## config.mk

```make
export PLATFORM = sky130hd
export DESIGN_NAME = door_command_mask_auto_reverse
export DESIGN_NICKNAME = d
export VERILOG_FILES = /design/src/design/dcmar_pkg.sv /design/src/design/door_command_mask_auto_reverse.sv /design/src/design/dcmar_step.sv
export SDC_FILE = /design/constraint.sdc
export NUM_CORES = 1
export LEC_CHECK = 0
export BUFFER_PORTS_ARGS = -buffer_cell sky130_fd_sc_hd__buf_2
export CORE_ASPECT_RATIO = 0.7
export CORE_MARGIN = 2
export CORE_UTILIZATION = 45
export DETAILED_ROUTE_END_ITERATION = 8
export GPL_TIMING_DRIVEN = 0
export PLACE_DENSITY_LB_ADDON = 0.1
export SLEW_MARGIN = 5
export SYNTH_ARGS = -nofsm -noshare
export SYNTH_HDL_FRONTEND = slang
export SYNTH_HIERARCHICAL = 1
export SYNTH_SLANG_ARGS = --single-unit
```

## constraint.sdc

```tcl
create_clock -name clock -period 5.4 [get_ports clock]
set_input_delay 0.54 -clock clock [delete_from_list [all_inputs] [get_ports clock]]
set_output_delay 0.54 -clock clock [all_outputs]
set_load 0.02 [all_outputs]
```

## src/design/dcmar_pkg.sv

```systemverilog
package dcmar_pkg;

   localparam int TIME_BITS_DEFAULT = 24;
   localparam int CSR_ADDR_W = 5;

   typedef enum logic [1:0] {
      MAIN_ENABLED    = 2'd0,
      MAIN_STOP       = 2'd1,
      MAIN_OPEN       = 2'd2,
      MAIN_STOP_AFTER = 2'd3
   } main_mode_type;

   typedef enum logic [1:0] {
      SUB_PASS  = 2'd0,
      SUB_BLANK = 2'd1,
      SUB_ALARM = 2'd2
   } sub_mode_type;

   localparam logic [2:0] REG_SAMPLE_TIME         = 3'd0;
   localparam logic [2:0] REG_CHANGE_DELAY        = 3'd1;
   localparam logic [2:0] REG_REVERSE_DELAY       = 3'd2;
   localparam logic [2:0] REG_AFTER_REVERSE_DELAY = 3'd3;
   localparam logic [2:0] REG_DELTA_POS           = 3'd4;

   localparam int OUT_SCL = 0;
   localparam int OUT_SOP = 1;
   localparam int OUT_CL  = 2;
   localparam int OUT_OP  = 3;
   localparam int OUT_AR  = 4;
   localparam int OUT_SPD = 5;

   // slow close at reduced speed
   localparam logic [5:0] HELD_ALARM = 6'b100101;
   localparam logic [5:0] HELD_SPD   = 6'b100000;

   typedef struct packed {
      logic [15:0] sample_time;
      logic [23:0] change_delay;
      logic [23:0] reverse_delay;
      logic [23:0] after_reverse_delay;
      logic [15:0] delta_pos;
   } cfg_type;

   typedef struct packed {
      logic [15:0] position;
      logic        close_limit;
      logic        open_limit;
      logic        auto_mode;
      logic        reversal_request;
      logic        alarm_close;
      logic        reverse_cmd;
      logic        open_cmd;
      logic        close_cmd;
      logic        slow_open_cmd;
      logic        slow_close_cmd;
   } req_type;

   typedef struct packed {
      main_mode_type main_mode;
      sub_mode_type  sub_mode;
      logic          prev_request;
      logic [5:0]    held;
   } ctl_type;

endpackage

```

## src/design/door_command_mask_auto_reverse.sv

```systemverilog
// Door drive command mask with auto-reverse.
// req_ channel: one request per control tick, carrying the five requested
//   drive commands, alarm close, reversal trigger, auto mode, both limit
//   switches and the door position.
// rsp_ channel: one response per request with the five masked commands and
//   the speed divide bit.
// csr_ port: APB-style access to sample_time, change_delay, reverse_delay,
//   after_reverse_delay and delta_pos at byte addresses 0, 4, 8, 12, 16.
// The response is registered: a request accepted at an edge has its response
//   valid in the following cycle. Throughput is one request per cycle while
//   rsp_tready holds, set by the next-state logic feeding the response register.
// req_tready stays high while the response register is empty or being
//   drained, so a stalled receiver holds one response and back-pressures.
// Reset clears the mode machines, timer, saved position, reversal edge
//   detector and held commands, and loads the register defaults.
module door_command_mask_auto_reverse import dcmar_pkg::*; #(
   parameter int TIME_BITS = TIME_BITS_DEFAULT
) (
   input  logic                  clock,
   input  logic                  reset,
   input  logic                  req_tvalid,
   output logic                  req_tready,
   // slow_close_cmd, slow_open_cmd, close_cmd, open_cmd, reverse_cmd,
   // alarm_close, reversal_request, auto_mode, open_limit, close_limit,
   // position[15:0], zero pad
   input  logic [31:0]           req_tdata,
   output logic                  rsp_tvalid,
   input  logic                  rsp_tready,
   // slow_close_out, slow_open_out, close_out, open_out, reverse_out,
   // speed_divide, zero pad
   output logic [7:0]            rsp_tdata,
   input  logic                  csr_psel,
   input  logic                  csr_penable,
   input  logic                  csr_pwrite,
   input  logic [CSR_ADDR_W-1:0] csr_paddr,
   input  logic [31:0]           csr_pwdata,
   output logic [31:0]           csr_prdata,
   output logic                  csr_pready
);

   cfg_type              cfg_ff;
   ctl_type              ctl_ff;
   ctl_type              ctl_in;
   logic [TIME_BITS-1:0] elapsed_ff;
   logic [TIME_BITS-1:0] elapsed_in;
   logic [15:0]          saved_ff;
   logic [15:0]          saved_in;
   logic                 rsp_tvalid_ff;
   logic [7:0]           rsp_tdata_ff;
   logic                 req_accept;
   logic                 csr_write;
   logic [2:0]           csr_index;
   req_type              req;

   assign csr_pready = 1'b1;
   assign csr_write  = csr_psel && csr_penable && csr_pwrite && csr_pready;
   assign csr_index  = csr_paddr[CSR_ADDR_W-1:2];

   always_ff @(posedge clock) begin
      if (reset) begin
         cfg_ff.sample_time         <= 16'd1;
         cfg_ff.change_delay        <= 24'd1000;
         cfg_ff.reverse_delay       <= 24'd1000;
         cfg_ff.after_reverse_delay <= 24'd1000;
         cfg_ff.delta_pos           <= 16'd100;
      end else if (csr_write) begin
         case (csr_index)
            REG_SAMPLE_TIME:         cfg_ff.sample_time         <= csr_pwdata[15:0];
            REG_CHANGE_DELAY:        cfg_ff.change_delay        <= csr_pwdata[23:0];
            REG_REVERSE_DELAY:       cfg_ff.reverse_delay       <= csr_pwdata[23:0];
            REG_AFTER_REVERSE_DELAY: cfg_ff.after_reverse_delay <= csr_pwdata[23:0];
            REG_DELTA_POS:           cfg_ff.delta_pos           <= csr_pwdata[15:0];
            default: begin
            end
         endcase
      end
   end

   always_comb begin
      case (csr_index)
         REG_SAMPLE_TIME:         csr_prdata = 32'(cfg_ff.sample_time);
         REG_CHANGE_DELAY:        csr_prdata = 32'(cfg_ff.change_delay);
         REG_REVERSE_DELAY:       csr_prdata = 32'(cfg_ff.reverse_delay);
         REG_AFTER_REVERSE_DELAY: csr_prdata = 32'(cfg_ff.after_reverse_delay);
         REG_DELTA_POS:           csr_prdata = 32'(cfg_ff.delta_pos);
         default:                 csr_prdata = '0;
      endcase
   end

   assign req        = req_tdata[$bits(req_type)-1:0];
   assign req_tready = !rsp_tvalid_ff || rsp_tready;
   assign req_accept = req_tvalid && req_tready;

   dcmar_step #(
      .TIME_BITS (TIME_BITS)
   ) u_step (
      .cfg        (cfg_ff),
      .req        (req),
      .ctl_ff     (ctl_ff),
      .elapsed_ff (elapsed_ff),
      .saved_ff   (saved_ff),
      .ctl_in     (ctl_in),
      .elapsed_in (elapsed_in),
      .saved_in   (saved_in)
   );

   always_ff @(posedge clock) begin
      if (reset) begin
         ctl_ff.main_mode    <= MAIN_ENABLED;
         ctl_ff.sub_mode     <= SUB_PASS;
         ctl_ff.prev_request <= 1'b0;
         ctl_ff.held         <= '0;
         elapsed_ff          <= '0;
         saved_ff            <= '0;
         rsp_tvalid_ff       <= 1'b0;
      end else begin
         if (req_accept) begin
            ctl_ff        <= ctl_in;
            elapsed_ff    <= elapsed_in;
            saved_ff      <= saved_in;
            rsp_tvalid_ff <= 1'b1;
         end else if (rsp_tready) begin
            rsp_tvalid_ff <= 1'b0;
         end
      end
   end

   always_ff @(posedge clock) begin
      if (req_accept) begin
         rsp_tdata_ff <= {2'b00, ctl_in.held};
      end
   end

   assign rsp_tvalid = rsp_tvalid_ff;
   assign rsp_tdata  = rsp_tdata_ff;

endmodule

```

## src/design/dcmar_step.sv

```systemverilog
module dcmar_step import dcmar_pkg::*; #(
   parameter int TIME_BITS = TIME_BITS_DEFAULT
) (
   input  cfg_type              cfg,
   input  req_type              req,
   input  ctl_type              ctl_ff,
   input  logic [TIME_BITS-1:0] elapsed_ff,
   input  logic [15:0]          saved_ff,
   output ctl_type              ctl_in,
   output logic [TIME_BITS-1:0] elapsed_in,
   output logic [15:0]          saved_in
);

   localparam int SUM_W = ((TIME_BITS > 16) ? TIME_BITS : 16) + 1;
   localparam int CMP_W = (TIME_BITS > 24) ? TIME_BITS : 24;

   logic [SUM_W-1:0]     tick_sum;
   logic [TIME_BITS-1:0] tick_val;
   logic                 ge_change;
   logic                 ge_reverse;
   logic                 ge_after;
   logic                 travel_done;

   assign tick_sum = SUM_W'(elapsed_ff) + SUM_W'(cfg.sample_time);
   assign tick_val = (tick_sum > {{(SUM_W-TIME_BITS){1'b0}}, {TIME_BITS{1'b1}}}) ?
                     {TIME_BITS{1'b1}} : tick_sum[TIME_BITS-1:0];

   assign ge_change  = CMP_W'(tick_val) >= CMP_W'(cfg.change_delay);
   assign ge_reverse = CMP_W'(tick_val) >= CMP_W'(cfg.reverse_delay);
   assign ge_after   = CMP_W'(tick_val) >= CMP_W'(cfg.after_reverse_delay);
   assign travel_done = 17'(req.position) >= (17'(saved_ff) + 17'(cfg.delta_pos));

   always_comb begin
      logic hold_tick;
      hold_tick  = 1'b0;
      ctl_in     = ctl_ff;
      elapsed_in = elapsed_ff;
      saved_in   = saved_ff;
      case (ctl_ff.main_mode)
         MAIN_ENABLED: begin
            case (ctl_ff.sub_mode)
               SUB_PASS: begin
                  if (ctl_ff.held[OUT_OP] && !(req.slow_open_cmd || req.open_cmd)) begin
                     // open just ended: blank, nothing else this tick
                     ctl_in.sub_mode = SUB_BLANK;
                     hold_tick       = 1'b1;
                  end else begin
                     ctl_in.held = {1'b0, req.reverse_cmd, req.open_cmd, req.close_cmd,
                                    req.slow_open_cmd, req.slow_close_cmd};
                     if (req.alarm_close) begin
                        elapsed_in = tick_val;
                        if (ge_change) begin
                           elapsed_in      = '0;
                           ctl_in.sub_mode = SUB_ALARM;
                        end
                     end
                  end
               end
               SUB_BLANK: begin
                  ctl_in.held = ctl_ff.held & HELD_SPD;
                  elapsed_in  = tick_val;
                  if (ge_change) begin
                     elapsed_in      = '0;
                     ctl_in.sub_mode = SUB_PASS;
                  end
               end
               SUB_ALARM: begin
                  if (req.alarm_close) begin
                     ctl_in.held = HELD_ALARM;
                  end else begin
                     elapsed_in = tick_val;
                     if (ge_change) begin
                        elapsed_in      = '0;
                        ctl_in.sub_mode = SUB_PASS;
                     end
                  end
               end
               default: begin
               end
            endcase
            if (!hold_tick) begin
               if (req.reversal_request && !ctl_ff.prev_request) begin
                  ctl_in.main_mode = MAIN_STOP;
                  saved_in         = req.position;
                  elapsed_in       = '0;
               end
               ctl_in.prev_request = req.reversal_request;
            end
         end
         MAIN_STOP: begin
            ctl_in.held = '0;
            elapsed_in  = tick_val;
            if (ge_reverse) begin
               ctl_in.main_mode = MAIN_OPEN;
               elapsed_in       = '0;
            end
         end
         MAIN_OPEN: begin
            elapsed_in = tick_val;
            ctl_in.held[OUT_AR]  = 1'b0;
            ctl_in.held[OUT_SCL] = 1'b0;
            ctl_in.held[OUT_CL]  = 1'b0;
            ctl_in.held[OUT_OP]  = 1'b1;
            ctl_in.held[OUT_SOP] = 1'b1;
            if (!req.auto_mode) begin
               if (ge_reverse || travel_done) begin
                  ctl_in.held[OUT_OP]  = 1'b0;
                  ctl_in.held[OUT_SOP] = 1'b0;
                  ctl_in.main_mode     = MAIN_STOP_AFTER;
                  saved_in             = '0;
                  elapsed_in           = '0;
               end
            end else if (req.open_limit || req.close_limit) begin
               ctl_in.main_mode = MAIN_STOP_AFTER;
            end
         end
         default: begin
            elapsed_in  = tick_val;
            ctl_in.held = ctl_ff.held & HELD_SPD;
            if (ge_after) begin
               ctl_in.main_mode = MAIN_ENABLED;
               elapsed_in       = '0;
            end
         end
      endcase
   end

endmodule

```

After elaboration in Yosys (flattened, before gate mapping)
Cells that the tools add are included.
- add/sub/neg operators: 2
- $lt $le $gt $ge: 5
- equal/unequal tests: 18
- multiplexer cells: 45
- bitwise operators: 1
- reduce and logical (&&, ||, !) cells: 28
- operators by type and width (operator ; count):
    $mux W24 ; 11
    $pmux W24 S3 ; 2
    $pmux W24 S5 ; 1
    $ge A24 B24 Y1 ; 3
    $mux W16 ; 4
    $pmux W16 S2 ; 1
    $add A24 B16 Y25 ; 1
    $gt A25 B24 Y1 const B ; 1
    $mux W2 ; 12
    $pmux W6 S3 ; 1
    $add A16 B16 Y17 ; 1
    $ge A16 B17 Y1 ; 1
    $mux W6 ; 2
    $pmux W2 S3 ; 2
    $reduce_and A6 Y1 ; 2
    $pmux W5 S2 ; 1
    $reduce_and A2 Y1 ; 5
    $ne A3 B2 Y1 const B ; 3
    $mux W1 ; 7
    $reduce_and A7 Y1 ; 1
    $eq A3 B2 Y1 const B ; 2
    $ne A2 B1 Y1 const B ; 3
    $ne A2 B2 Y1 const B ; 3
    $logic_and A1 B1 Y1 ; 5
    other kinds (15) ; 24
- bits in registers: 162
- output and inout port bits: 43
- word-level logic and storage cells: 112

Longest topological paths before layout
Gate-level depths: netlist (run 1).
- depth after elaboration: 11
- gate-level depth with buffers: 25
- depth with buffers taken out: 23

Modules after synthesis
The synthesis (run 1) kept the hierarchy.
- modules (own cells, without submodules) (module ; instances ; cells an instance ; area an instance (um^2)):
    door_command_mask_auto_reverse ; 1 ; 770 ; 7160.6
    dcmar_step ; 1 ; 633 ; 4544.4

Worst setup path after synthesis (run 1)
Ideal clock, no wire load.
- path type: flip-flop to flip-flop
- start point: register cfg_ff[88] (netlist bit)
- end point: register elapsed_ff[22]
- setup time: 70 ps
- arrival: 4519 ps
- required time: 5330 ps
- setup slack: 810 ps
- stages on the path, launching flop included: 24
- buffers on the path: 2
- clock period less this slack: 4590 ps
- path through: dfxtp_1 -> ha_1 -> inv_1 -> fa_1 -> nor2b_1 -> o31ai_1 -> a21o_1 -> o211ai_1 -> a21oi_2 -> or3_1 -> buf_2 -> nand3_1 -> ha_1 -> a21o_1 -> a21o_1 -> a211o_1 -> a211oi_1 -> a21oi_1 -> a211o_1 -> o2111ai_2 -> buf_2 -> a22o_1 -> nand3_1 -> a21oi_1
- word-level cells in the longest chain between the ends: 11
- elaborated cells on any way between the ends: 19
- ends and longest elaborated chain (what ; RTL line ; RTL):
    start: declaration ; door_command_mask_auto_reverse.sv:41 ; cfg_type cfg_ff;
    $add A24 B16 Y25 * ; dcmar_step.sv:24 ; assign tick_sum = SUM_W'(elapsed_ff) + SUM_W'(cfg.sample_time);
    $gt A25 B24 Y1 ; dcmar_step.sv:25 ; assign tick_val = (tick_sum > {{(SUM_W-TIME_BITS){1'b0}}, {TIME_BITS{1'b1}}}) ?
    $mux W24 * ; dcmar_step.sv:25 ;
    $ge A24 B24 Y1 ; dcmar_step.sv:28 ; assign ge_change = CMP_W'(tick_val) >= CMP_W'(cfg.change_delay);
    $mux W24 ; dcmar_step.sv:52, dcmar_step.sv:62, dcmar_step.sv:72 ;
    $mux W24 ; dcmar_step.sv:50 ; if (req.alarm_close) begin
    $mux W24 ; dcmar_step.sv:43 ; if (ctl_ff.held[OUT_OP] && !(req.slow_open_cmd || req.open_cmd)) begin
    $pmux W24 S3 ; dcmar_step.sv:41 ; case (ctl_ff.sub_mode)
    $mux W24 ; dcmar_step.sv:82 ; if (req.reversal_request && !ctl_ff.prev_request) begin
    $mux W24 ; dcmar_step.sv:81 ; if (!hold_tick) begin
    $pmux W24 S3 * ; dcmar_step.sv:39 ; case (ctl_ff.main_mode)
    net elapsed_in[22] ; door_command_mask_auto_reverse.sv:45 ; logic [TIME_BITS-1:0] elapsed_in;
    end signal: assignment ; door_command_mask_auto_reverse.sv:119 ; elapsed_ff <= elapsed_in;
    end: declaration ; door_command_mask_auto_reverse.sv:44 ; logic [TIME_BITS-1:0] elapsed_ff;
Mark *: on every way through the listed nets, which the timed path passes. The rest lies on a longest branch.
A chain may end at the register's enable or synchronous reset.

Final worst setup path (run 1)
- start point: register cfg_ff[88] (netlist bit)
- end point: register elapsed_ff[13]
Same word-level chain as after synthesis.

==> results of run 1 <==
power breakdown:
| part | internal, W | switching (W) | total, W | leakage [nW] |
|---|---|---|---|---|
| sequential | 0.00122 | 0.0000191 | 0.00124 | 1.32 |
| clock | 0.000663 | 0.000577 | 0.00124 | 0.293 |
| combinational | 0.000153 | 0.000274 | 0.000427 | 4.50 |
| total | 0.00204 | 0.000870 | 0.00291 | 6.11 |
routing by layer:
metal / global-route usage (%) / vias to the layer above / share of wire, %
met4: 6.529 / 0 / 1.5
met5: 0 / - / 0
met2: 40.12 / 448 / 39
met3: 6.761 / 41 / 9.1
li1: - / 5281 / -
met1: 45.72 / 5248 / 50
final cells by class:
type | count | area share (%)
inverters | 90 | 2.526
flip-flops and latches | 162 | 24.73
clock buffers | 18 | 3.283
clock inverters | 14 | 1.104
well taps | 331 | 3.096
multi-input cells | 1062 | 57.68
repair buffers | 95 | 3.686
plain buffers | 98 | 3.891
cells in the final DEF (no fill, tap or decap), drive strengths merged, types with 3 or more instances in the layout:
master / n
nor3b: 4
a21oi: 109
o21ai: 126
a211o: 3
dfxtp: 156
edfxtp: 6
a22o: 42
o2111ai: 3
a21o: 23
nand3: 70
or3: 4
a22oi: 43
buf: 136
nand4: 10
o21a: 3
and3: 7
o211ai: 6
and2: 5
a21boi: 3
clkbuf: 75
xor2: 15
inv: 95
clkinv: 8
xnor2: 9
a31oi: 7
mux2: 28
a211oi: 10
nor2: 73
or2: 3
nand2b: 95
mux2i: 84
conb: 11
o22ai: 16
nor2b: 31
ha: 120
nand2: 53
nor3: 10
o31ai: 7
state kept, by name, summed over array words and instances (netlist names):
register	count
elapsed_ff	24
saved_ff	16
cfg_ff	104
rsp_tdata	6
ctl_ff	11
rsp_tvalid	1
critical path, stage by stage, from the launching register on:
cell and delay (ns):
dfxtp_4 0.40, ha_1 0.18, inv_1 0.06, fa_1 0.39, nor2b_2 0.18, o31ai_2 0.09, a21o_1 0.20, o211ai_1 0.23
a21oi_2 0.10, or3_1 0.40, buf_4 0.21, nand2b_1 0.13, inv_1 0.16, ha_1 0.31, nand2b_1 0.18, a31oi_4 0.25
o21ai_1 0.14, o21ai_1 0.18, a21oi_1 0.09, a211o_1 0.38, o2111ai_4 0.30, buf_6 0.19, a22o_1 0.16, nand3_1 0.07
a21oi_1 0.14
per-stage QoR:
step | worst slack (ns) | power, W | hold slack [ns]
2_1_floorplan | 0.8104 | 0.001525 | 0.4502
3_3_place_gp | -0.7097 | 0.001666 | 0.4670
3_5_place_dp | -0.7423 | 0.001670 | 0.4719
4_1_cts | 0.01060 | 0.002904 | 0.3638
5_1_grt | -0.008652 | 0.003004 | 0.3948
6_report | 0.1827 | 0.002910 | 0.3666
timing repair:
item | in CTS | in global routing
endpoints found under the hold margin | 0 | 0
setup buffers | 5 | 2
pin swaps | 4 | 5
gates cloned | 0 | 0
endpoints found under the setup margin | 42 | 42
gates resized for setup | 16 | 22
cells by family (layout without fill, tap and decap cells):
family          count (synthesis)  count (layout)
compound gates                418             418
xor+xnor                       24              24
fa+ha+maj                     122             122
buf+inv                       188             315
flops                         162             162
mux                           112             112
other cells                     2              11
simple gates                  375             375
worst paths after layout:
kind                            endpoint  cells after the start  slack (ns)
min              cfg_ff[88]$_SDFFE_PP1P_                      3        0.37
min reg2reg       ctl_ff[4]$_SDFFE_PP0P_                      2        0.48
max          elapsed_ff[13]$_SDFFE_PP0P_                     24        0.18
max reg2reg  elapsed_ff[13]$_SDFFE_PP0P_                     24        0.18
==> flow_summary.toml, run 1 <==
[floorplan]
start_util_pct = 45.67
pin_count = 119
die_area_um2 = 27340
dieWidth_um = 196.8
die_y_um = 138.9
coreArea_um2 = 25630
rows = 49

[job]
maxCapViolCount = 0

[synth]
syn_area_per_cell_um2 = 8.343
yosysSeqAreaShare_pct = 28.22
synth_compound_area_share_pct = 22.89
synth_mux_area_share_pct = 9.909
ys.warnings.count = 6
synth-simple-area-share_pct = 16.79
synthesis.area_um2 = 11700
yosysTopAreaCellShare_pct = 26.68
synth_common_cells = "dfxtp_1, o21ai_0, ha_1, a21oi_1, nand2b_1"
synthArstFlopShare_pct = 0
synth_cells = 1403
ys_types = 78
synthFlopType = "dfxtp_1"
synthAdderAreaFrac_pct = 13.17
synthXorXnorAreaFrac_pct = 1.796
synth_top_family_by_area = "compound AO/OA/AOI/OAI gates"
yosysTopAreaCell = "dfxtp_1"
synth_edf_count = 6
yosysMostFrequentCell = "dfxtp_1"
synth_seq_cells = 162
yosys-top-cells-area = "dfxtp_1, ha_1, mux2i_1"

[worst_setup_path]
critPathKind = "flip-flop to flip-flop"
critPathRequiredTime_ns = 5.78
cp-startpoint = "cfg_ff[88]$_SDFFE_PP1P_"
endpoint_kind = "flip-flop"
reg2reg_from = "cfg_ff[88]$_SDFFE_PP1P_"
path_max_fanout = 10
worst-endpoint-arrival_ns = 5.59
start_kind = "flip-flop"

[min_path]
hold_start = "csr_pwdata[0]"
min_path_type = "input port to flip-flop"

[clocking]
numCtsBuffers = 17
clk_latency_ns = 0.45
clockBufferDepth = 2
cts.sinks = 162
clk_pin_slew_ns = 0.07
htreeDepth = 4
cts_root_buf = "clkbuf_16"
cts_hold_buf = 0
cts_tree = "yes"

[sta]
finalSetupTns_ns = 0
slew_headroom_pct = 17.30
finalMaxSlewViolations = 0
period_minus_slack_ns = 5.217
max_freq_mhz = 191.7
worst_slew_pin_slew_ns = 1.231
finalSetupViolCount = 0
skew_ns = 0.01014
hold_viol = 0
fin_crit_sh_pct = 96.62

[pwr]
leakagePower_nw = 6.113
power.density_nw_per_um2 = 217.5
peakVddDrop_mv = 0.1943

[routing]
firstDrtPassIters = 5
ant_nets = 0
wl_per_cell_um = 21.48
route.detailed.drc = 0
vias = 11020
routed_wl_um = 40160
first_iter_violations = 1165
via_per_inst = 5.892

[global_routing]
grt.total_usage_pct = 29.31
grt_pass1_wl_um = 60680
antenna_found_initial = 0
first_global_vias = 10160
grt.overflow.total = 0
grt_max_degree = 17

[layout]
area_growth_syn_to_layout_pct = 14.27
drive_above_1_share_pct = 14.62
finish.instance_area_um2 = 13380
finalNetCount = 1724
nFillCells = 2512
seq_area_um2 = 3308
diodes = 0
multi_input_area_um2 = 7715
final_util_pct = 52.19
final_cells = 1870

[placed_design]
hpwlAfterDp_um = 31000
place_area_um2 = 12590
port_buffers = 88
place.gp.congestion = 0.9242
place_inst = 1831

[run_status]
status = "complete, no violations"
No activity file was read; power rests on OpenSTA's default activity.
==> run 2: changes to the inputs <==
--- a/config.mk
+++ b/config.mk
@@ -15,5 +15,4 @@
 export SLEW_MARGIN = 5
 export SYNTH_ARGS = -nofsm -noshare
 export SYNTH_HDL_FRONTEND = slang
-export SYNTH_HIERARCHICAL = 1
 export SYNTH_SLANG_ARGS = --single-unit
==> run 2 against run 1 <==
Die area is 6.8% lower. Count of clock-buffer cells in the layout fell by 1. Critical path depth decreased by 8. Highest routed layer unchanged. Sequential power about the same.
==> flow_summary.toml, run 2 <==
[run_status]
status = "complete, no violations"

[sta]
max_freq_mhz = 188.1
finalMaxSlewViolations = 0
period_minus_slack_ns = 5.316
finalSetupViolCount = 0
fin_crit_sh_pct = 98.44
final.setup.worst_slack_ns = 0.08436
worst_slew_pin_slew_ns = 1.311
slew_headroom_pct = 11.67
skew_ns = 0.01245
hold_viol = 0

[routing]
met1Wirelength_um = 18140
firstDrtPassIters = 5
first_iter_violations = 981
wl_per_cell_um = 19.59
via_per_inst = 5.748
route.detailed.drc = 0
top_layer_used = "met4"
wl_met3_um = 2990
routed_wl_um = 37060
vias = 10880
ant_nets = 0
routed-wl-met2_um = 15220

[synth]
synth_cells = 1425
synthFlopType = "dfxtp_1"
ys_types = 75
synth_edf_count = 6
syn_area_per_cell_um2 = 7.642
ys.warnings.count = 0
yosysTopAreaCell = "dfxtp_1"
yosys-top-cells-area = "dfxtp_1, ha_1, nand2_1"
synth_common_cells = "nand2_1, a21oi_1, dfxtp_1, ha_1, inv_1"
yosysTopAreaCellShare_pct = 28.68
synthArstFlopShare_pct = 0
yosysMostFrequentCell = "nand2_1"
yosysSeqAreaShare_pct = 30.33
synthesis.area_um2 = 10890
synth_seq_cells = 162

[floorplan]
start_util_pct = 45.95
die_area_um2 = 25480
die_y_um = 134.2
pin_count = 119
dieWidth_um = 189.9
rows = 47
coreArea_um2 = 23700

[clocking]
clockBufferDepth = 2
cts.sinks = 162
cts_hold_buf = 0
numCtsBuffers = 17
cts_root_buf = "clkbuf_16"
clk_latency_ns = 0.45
clk_pin_slew_ns = 0.07
cts_tree = "yes"
htreeDepth = 4

[pwr]
p_int_w = 0.002115
combPwrFrac_pct = 16.7
leakagePower_nw = 5.427
power_frac_seq_pct = 41.3
peakVddDrop_mv = 0.2208
power.density_nw_per_um2 = 237.6
p_sw_share_pct = 30.19
power.share.clock_pct = 42.0
switching_power_w = 0.0009149

[layout]
drive_above_1_share_pct = 13.66
top_regs = "cfg_ff (104), elapsed_ff (24), saved_ff (16)"
largest-register = "cfg_ff"
nFillCells = 2327
final_util_pct = 53.81
multi_input_area_um2 = 7087
final_common_cell = "nand2_1"
diodes = 0
finalNetCount = 1767
area_growth_syn_to_layout_pct = 17.11
mostFrequentLayoutCells = "nand2_1, dfxtp_1, a21oi_1"
seq_area_um2 = 3308
largest_register_ff_count = 104

[placed_design]
preCtsSetupSlack_ns = -1.306
port_buffers = 89
place.gp.congestion = 0.9027
hpwlAfterDp_um = 28860

[worst_setup_path]
worst-endpoint-arrival_ns = 5.65
cp-startpoint = "cfg_ff[95]$_SDFFE_PP0P_"
endpoint_kind = "flip-flop"
start_kind = "flip-flop"
timing.critical_path.to = "elapsed_ff[21]$_SDFFE_PP0P_"
rrSetupSlack_ns = 0.08
rr_worst_depth = 16
r2r-end = "elapsed_ff[21]$_SDFFE_PP0P_"
critPathRequiredTime_ns = 5.73
critPathKind = "flip-flop to flip-flop"
path_max_fanout = 7
reg2reg_from = "cfg_ff[95]$_SDFFE_PP0P_"

[min_path]
min_path_type = "input port to flip-flop"

[global_routing]
grt.total_usage_pct = 29.36
grt_max_degree = 17
grt.overflow.total = 0
antenna_found_initial = 0
first_global_vias = 9994
grt_pass1_wl_um = 57030

[job]
maxCapViolCount = 0
-- run 2: worst min-delay path by stage --
stage | startpoint | endpoint | slack, ns | cells after the start
2_1_floorplan | elapsed_ff[0]$_SDFFE_PP0P_ | elapsed_ff[0]$_SDFFE_PP0P_ | 0.43 | 2
3_3_place_gp | ctl_ff[0]$_SDFFE_PP0P_ | ctl_ff[0]$_SDFFE_PP0P_ | 0.44 | 2
3_5_place_dp | ctl_ff[0]$_SDFFE_PP0P_ | ctl_ff[0]$_SDFFE_PP0P_ | 0.44 | 2
4_1_cts | req_tvalid | rsp_tvalid$_SDFFE_PP0P_ | 0.32 | 3
5_1_grt | csr_pwdata[19] | cfg_ff[35]$_SDFFE_PP0P_ | 0.35 | 3
6_report | req_tvalid | rsp_tvalid$_SDFFE_PP0P_ | 0.33 | 3
-- run 2: area by class of cell --
cell class / instances / share of cell area [%]
multi-input combinational: 1088 / 55.57
buffer: 82 / 2.943
sequential: 162 / 25.94
clock buffer: 17 / 3.336
timing repair buffer: 108 / 4.739
inverter: 102 / 3.002
tap: 318 / 3.120
clock inverter: 15 / 1.344
-- run 2: cells by family after synthesis --
| kind of cell | count (synthesis) | synth area share, % |
|---|---|---|
| other | 2 | 0.06897 |
| buffers and inverters | 184 | 6.905 |
| xor gates and xnor gates | 23 | 1.850 |
| AOI/OAI and AO/OA | 424 | 24.73 |
| adders and majority gates | 130 | 15.08 |
| muxes | 12 | 1.149 |
| DFF | 162 | 30.33 |
| and+or+nand+nor | 488 | 19.89 |
-- run 2: power by group through the flow --
stage                     Clock (W)  Sequential, W  Combinational, W
after global routing        0.00134        0.00125          0.000554
after floorplan                   0        0.00128          0.000293
after detailed placement          0        0.00128          0.000454
after CTS                   0.00128        0.00125          0.000484
final                       0.00127        0.00125          0.000508
after global placement            0        0.00128          0.000450
-- run 2: worst max-delay path, cell delays in order (launching register included) --
cell      delay [ns]
dfxtp_1         0.35
ha_1            0.39
a2111o_1        0.45
o221ai_2        0.28
a21oi_2         0.15
buf_4           0.17
a21o_4          0.22
nand2b_2        0.17
o21ai_0         0.51
ha_1            0.50
o21ai_0         0.25
or3_1           0.46
o311a_1         0.37
nor3_1          0.22
nand3_2         0.14
and2_2          0.26
a221o_1         0.31
-- run 2: metal layers --
layer  track usage [%]  up-vias
met3             5.704       46
met4             7.752        0
li1                  -     5298
met1             44.37     5126
met2             42.19      406
met5                 0        -
-- run 2: timing repair --
item | CTS | global route
pin swaps | 8 | 13
setup buffers | 8 | 10
resized for setup | 30 | 26
setup endpoints to repair | 48 | 48
gates cloned | 1 | 0
endpoints found under the hold margin | 0 | 0
-- run 2: through the flow --
stage | total power (W) | hold slack, ns | area [um^2] | instances | setup TNS (ns)
after floorplan | 0.001573 | 0.4291 | 10920 | 1434 | 0
after global placement | 0.001727 | 0.4390 | 11770 | 1841 | -47.89
after CTS | 0.003019 | 0.3237 | 12570 | 1882 | 0
after global routing | 0.003145 | 0.3515 | 12750 | 1892 | -0.5834
after detailed placement | 0.001732 | 0.4431 | 11770 | 1841 | -43.34
final | 0.003030 | 0.3344 | 12750 | 1892 | 0
